===== src/hw/rtl/plm_pkg.sv =====
// ----------------------------------------------------------------------------
// plm_pkg
// Shared constants and types for the positional list block.
// ----------------------------------------------------------------------------
`default_nettype none

package plm_pkg;

  localparam int CAPACITY   = 64;
  localparam int DATA_WIDTH = 32;
  localparam int CNT_W      = $clog2(CAPACITY + 1);
  localparam int IDX_W      = (CAPACITY > 1) ? $clog2(CAPACITY) : 1;
  localparam int POS_W      = 7;
  localparam int CMP_W      = POS_W + 1;

  typedef logic [DATA_WIDTH-1:0] data_t;

  typedef enum logic [1:0] {
    CMD_INSERT = 2'd0,
    CMD_DELETE = 2'd1,
    CMD_DUMP   = 2'd2,
    CMD_NONE   = 2'd3
  } cmd_t;

  typedef enum logic [1:0] {
    ST_OK     = 2'd0,
    ST_BADPOS = 2'd1,
    ST_FULL   = 2'd2,
    ST_EMPTY  = 2'd3
  } status_t;

  // What one cell does in a cycle
  typedef enum logic [1:0] {
    OP_HOLD  = 2'd0,
    OP_LEFT  = 2'd1,
    OP_RIGHT = 2'd2,
    OP_LOAD  = 2'd3
  } cell_op_t;

endpackage

`default_nettype wire


===== src/hw/rtl/plm_cell.sv =====
// ----------------------------------------------------------------------------
// plm_cell
// One list entry: holds, loads a new value or takes a neighbour's entry.
// ----------------------------------------------------------------------------
`default_nettype none

module plm_cell (
  input  wire logic              clk,
  input  wire plm_pkg::cell_op_t op,
  input  wire plm_pkg::data_t    left,
  input  wire plm_pkg::data_t    right,
  input  wire plm_pkg::data_t    load,
  output plm_pkg::data_t         q
);

  always_ff @(posedge clk) begin
    case (op)
      plm_pkg::OP_LEFT:  q <= left;
      plm_pkg::OP_RIGHT: q <= right;
      plm_pkg::OP_LOAD:  q <= load;
      default:           q <= q;
    endcase
  end

endmodule

`default_nettype wire


===== config.mk =====
export PLATFORM = sky130hd
export DESIGN_NAME = plm_cell
export DESIGN_NICKNAME = d
export VERILOG_FILES = /design/src/hw/rtl/plm_pkg.sv /design/src/hw/rtl/plm_cell.sv
export SDC_FILE = /design/constraint.sdc
export NUM_CORES = 1
export LEC_CHECK = 0
export ABC_CLOCK_PERIOD_IN_PS = 1400
export BUFFER_PORTS_ARGS = -buffer_cell sky130_fd_sc_hd__buf_2
export CAP_MARGIN = 20
export CORE_AREA = 4 4 69 71
export CTS_BUF_LIST = sky130_fd_sc_hd__clkbuf_8
export DETAILED_ROUTE_END_ITERATION = 8
export DIE_AREA = 0 0 73 75
export PLACE_DENSITY = 0.87
export REMOVE_ABC_BUFFERS = 1
export SYNTH_ARGS = -nofsm -noshare
export SYNTH_HDL_FRONTEND = slang
export SYNTH_SLANG_ARGS = --single-unit

===== constraint.sdc =====
create_clock -name clk -period 1.4 [get_ports clk]
set_input_delay 0.14 -clock clk [delete_from_list [all_inputs] [get_ports clk]]
set_output_delay 0.14 -clock clk [all_outputs]
set_load 0.01 [all_outputs]

==> impl_metrics.ini <==
[outcome]
status = finished, final reports clean

[flow_run]
cap_violations = 0

[clock_tree]
numCtsBuffers = 5
cts_setup_buffers = 0
cts_sinks = 32
cts_max_path_buffers = 2
htree_levels = 2
cts_hold_buf = 0
cts_tree = built
path_clk_slew_ns = 0.06
cts_resized = 0
cts_root_buffer = clkbuf_8

[yosys]
async_flop_share = 0
synth_xor_area_frac = 0
synth_top_family_by_area = multiplexers
synthCells = 140
synth-simple-area-share = 0.07554
yosys-top-cells-count = 32 x a21oi_1, 32 x edfxtp_1, 32 x mux2i_1, 32 x nor2_1
ys_seq_area_frac = 0.5744
yosysTopAreaCellShare = 0.5744
synth_warnings = 0
synth_fa_ha_area_frac = 0
yosys-mux-area-fraction = 0.1915
synth_edf_count = 32
synth_area_mm2 = 0.001673
synth_compound_area_frac = 0.09574
synth.avg_cell_area_um2 = 11.95
synth_cell_types = 10
synth_ff_type = edfxtp_1
ys_ff_latch = 32
synth_top_area_cell = edfxtp_1
synth.area.top_cells = edfxtp_1 57%, mux2i_1 19%, a21oi_1 9.6%

[grt]
grt_max_degree = 41
grt.total_usage = 0.1590
grt_pass1_wl_um = 6644
antenna_found_initial = 0
grt_remaining_overflow = 0
grt_pass1_vias = 1521

[floorplanning]
num_rows = 24
core_mm2 = 0.004234
die_h_um = 75
initial_utilization = 0.3951
ios = 131
die_area_mm2 = 0.005475
die_w_um = 73

[timing]
post-route-period-util = 0.6745
tightest_slew_ns = 0.3672
fmax_ghz = 1.059
rsz0062_at_grt = false
max_slew_margin = 0.7552
finalHoldViolations = 0
fin_setup_tns_ns = 0
finalMaxSlewViolations = 0
min_period_ns = 0.9442
setup_violations = 0

[routing]
drc = 0
vias_per_cell = 4.640
first_iter_violations = 62
first_pass_iters = 4
routed_wl_um = 4469
post_drt_wl_per_cell_um = 13.75
ant_nets = 0
num_vias = 1508

[critical_path]
path_max_fanout = 1
cp.arrival_ns = 0.80
critPathLaunchType = register
crit_path_end_kind = output pin
path_class = register to output pin
worst_path_max_delay_cell = edfxtp_1
cp.required_ns = 1.26
path_buf_inv = 1
cp_cell_sequence = buf_2
path_delay_family = flip-flops
critPathMaxStageDelay_ns = 0.37

[layout]
final_core_util = 0.5724
largest_registers = q x32
largest_register_ffs = 32
top_register = q
syn2layout_area_growth_pct = 44.88
antenna_cells = 0
nets = 371
drive_above_1_share = 0.5275

[pwr]
power_density_mw_per_mm2 = 984.9
clock_power_share = 0.276
pwr-share-seq = 0.508
p_sw_w = 0.0006064
internal-power_w = 0.001780
p_comb_frac = 0.216
vdd.ir_drop.worst_v = 0.0004829
leakage_nw = 1.206
total_power_w = 0.002387
sw_frac_of_total = 0.2541

[placed_design]
place_congestion = 0.6793
dp_hpwl_um = 3640
port_buffers = 130

[min_path]
min_path_type = input port to register
==> cell type report <==
cell class              count  area, um^2
clock buffers               5       68.82
clock inverters             3       13.76
fillers                   382        1810
multi-input cells          97       606.8
flip-flops and latches     32       960.9
well taps                  52       65.06
repair buffers            136       708.2
==> metal layers <==
layer,GRT usage,vias up,routed length (um)
met5,0,-,0
met4,0.06148,0,55
met3,0.03605,5,427
met2,0.3098,73,2354
met1,0.1631,654,1631
li1,-,776,-
==> stage by stage <==
step	hold WS [ns]	worst slack, ns	area (um^2)	instances
after global placement	0.4590	0.2988	2341	317
after global routing	0.1875	0.4023	2424	325
final	0.1870	0.4558	2424	325
after floorplan	0.3473	0.4193	1568	129
after detailed placement	0.4680	0.2706	2341	317
after CTS	0.1777	0.4409	2424	325
==> worst paths after layout <==
| kind | start | to | slack, ns | cells after the start |
|---|---|---|---|---|
| hold / removal | left[18] | q[18] | 0.19 | 3 |
| setup / recovery | q[14] | q[14] | 0.46 | 1 |
==> power groups by stage <==
stage                     logic, W  clock network, W  registers, W
after global routing      0.000569          0.000737       0.00122
after floorplan           0.000129                 0       0.00130
after detailed placement  0.000524                 0       0.00123
final                     0.000516          0.000658       0.00121
after global placement    0.000510                 0       0.00123
after CTS                 0.000525          0.000683       0.00121
==> layout by cell type, fill, tap and decap left out, drive strengths merged <==
master	netlist	final
or2	1	1
clkinv	0	3
nor2	32	32
mux2i	32	32
buf	8	136
a21oi	32	32
clkbuf	3	5
edfxtp	32	32
==> cell families after synthesis <==
logic type | count (synthesis)
flip-flops | 32
AND/OR/NAND/NOR | 33
AO/OA/AOI/OAI | 32
multiplexers | 32
buffers and inverters | 11
==> tightest hold or removal path, delay by kind of cell <==
| family | cells | cell delay (ns) |
|---|---|---|
| compound gates | 1 | 0.10 |
| buf+inv | 1 | 0.07 |
| simple gates | 1 | 0.03 |
Note: power is estimated with default switching activity, not from simulation.
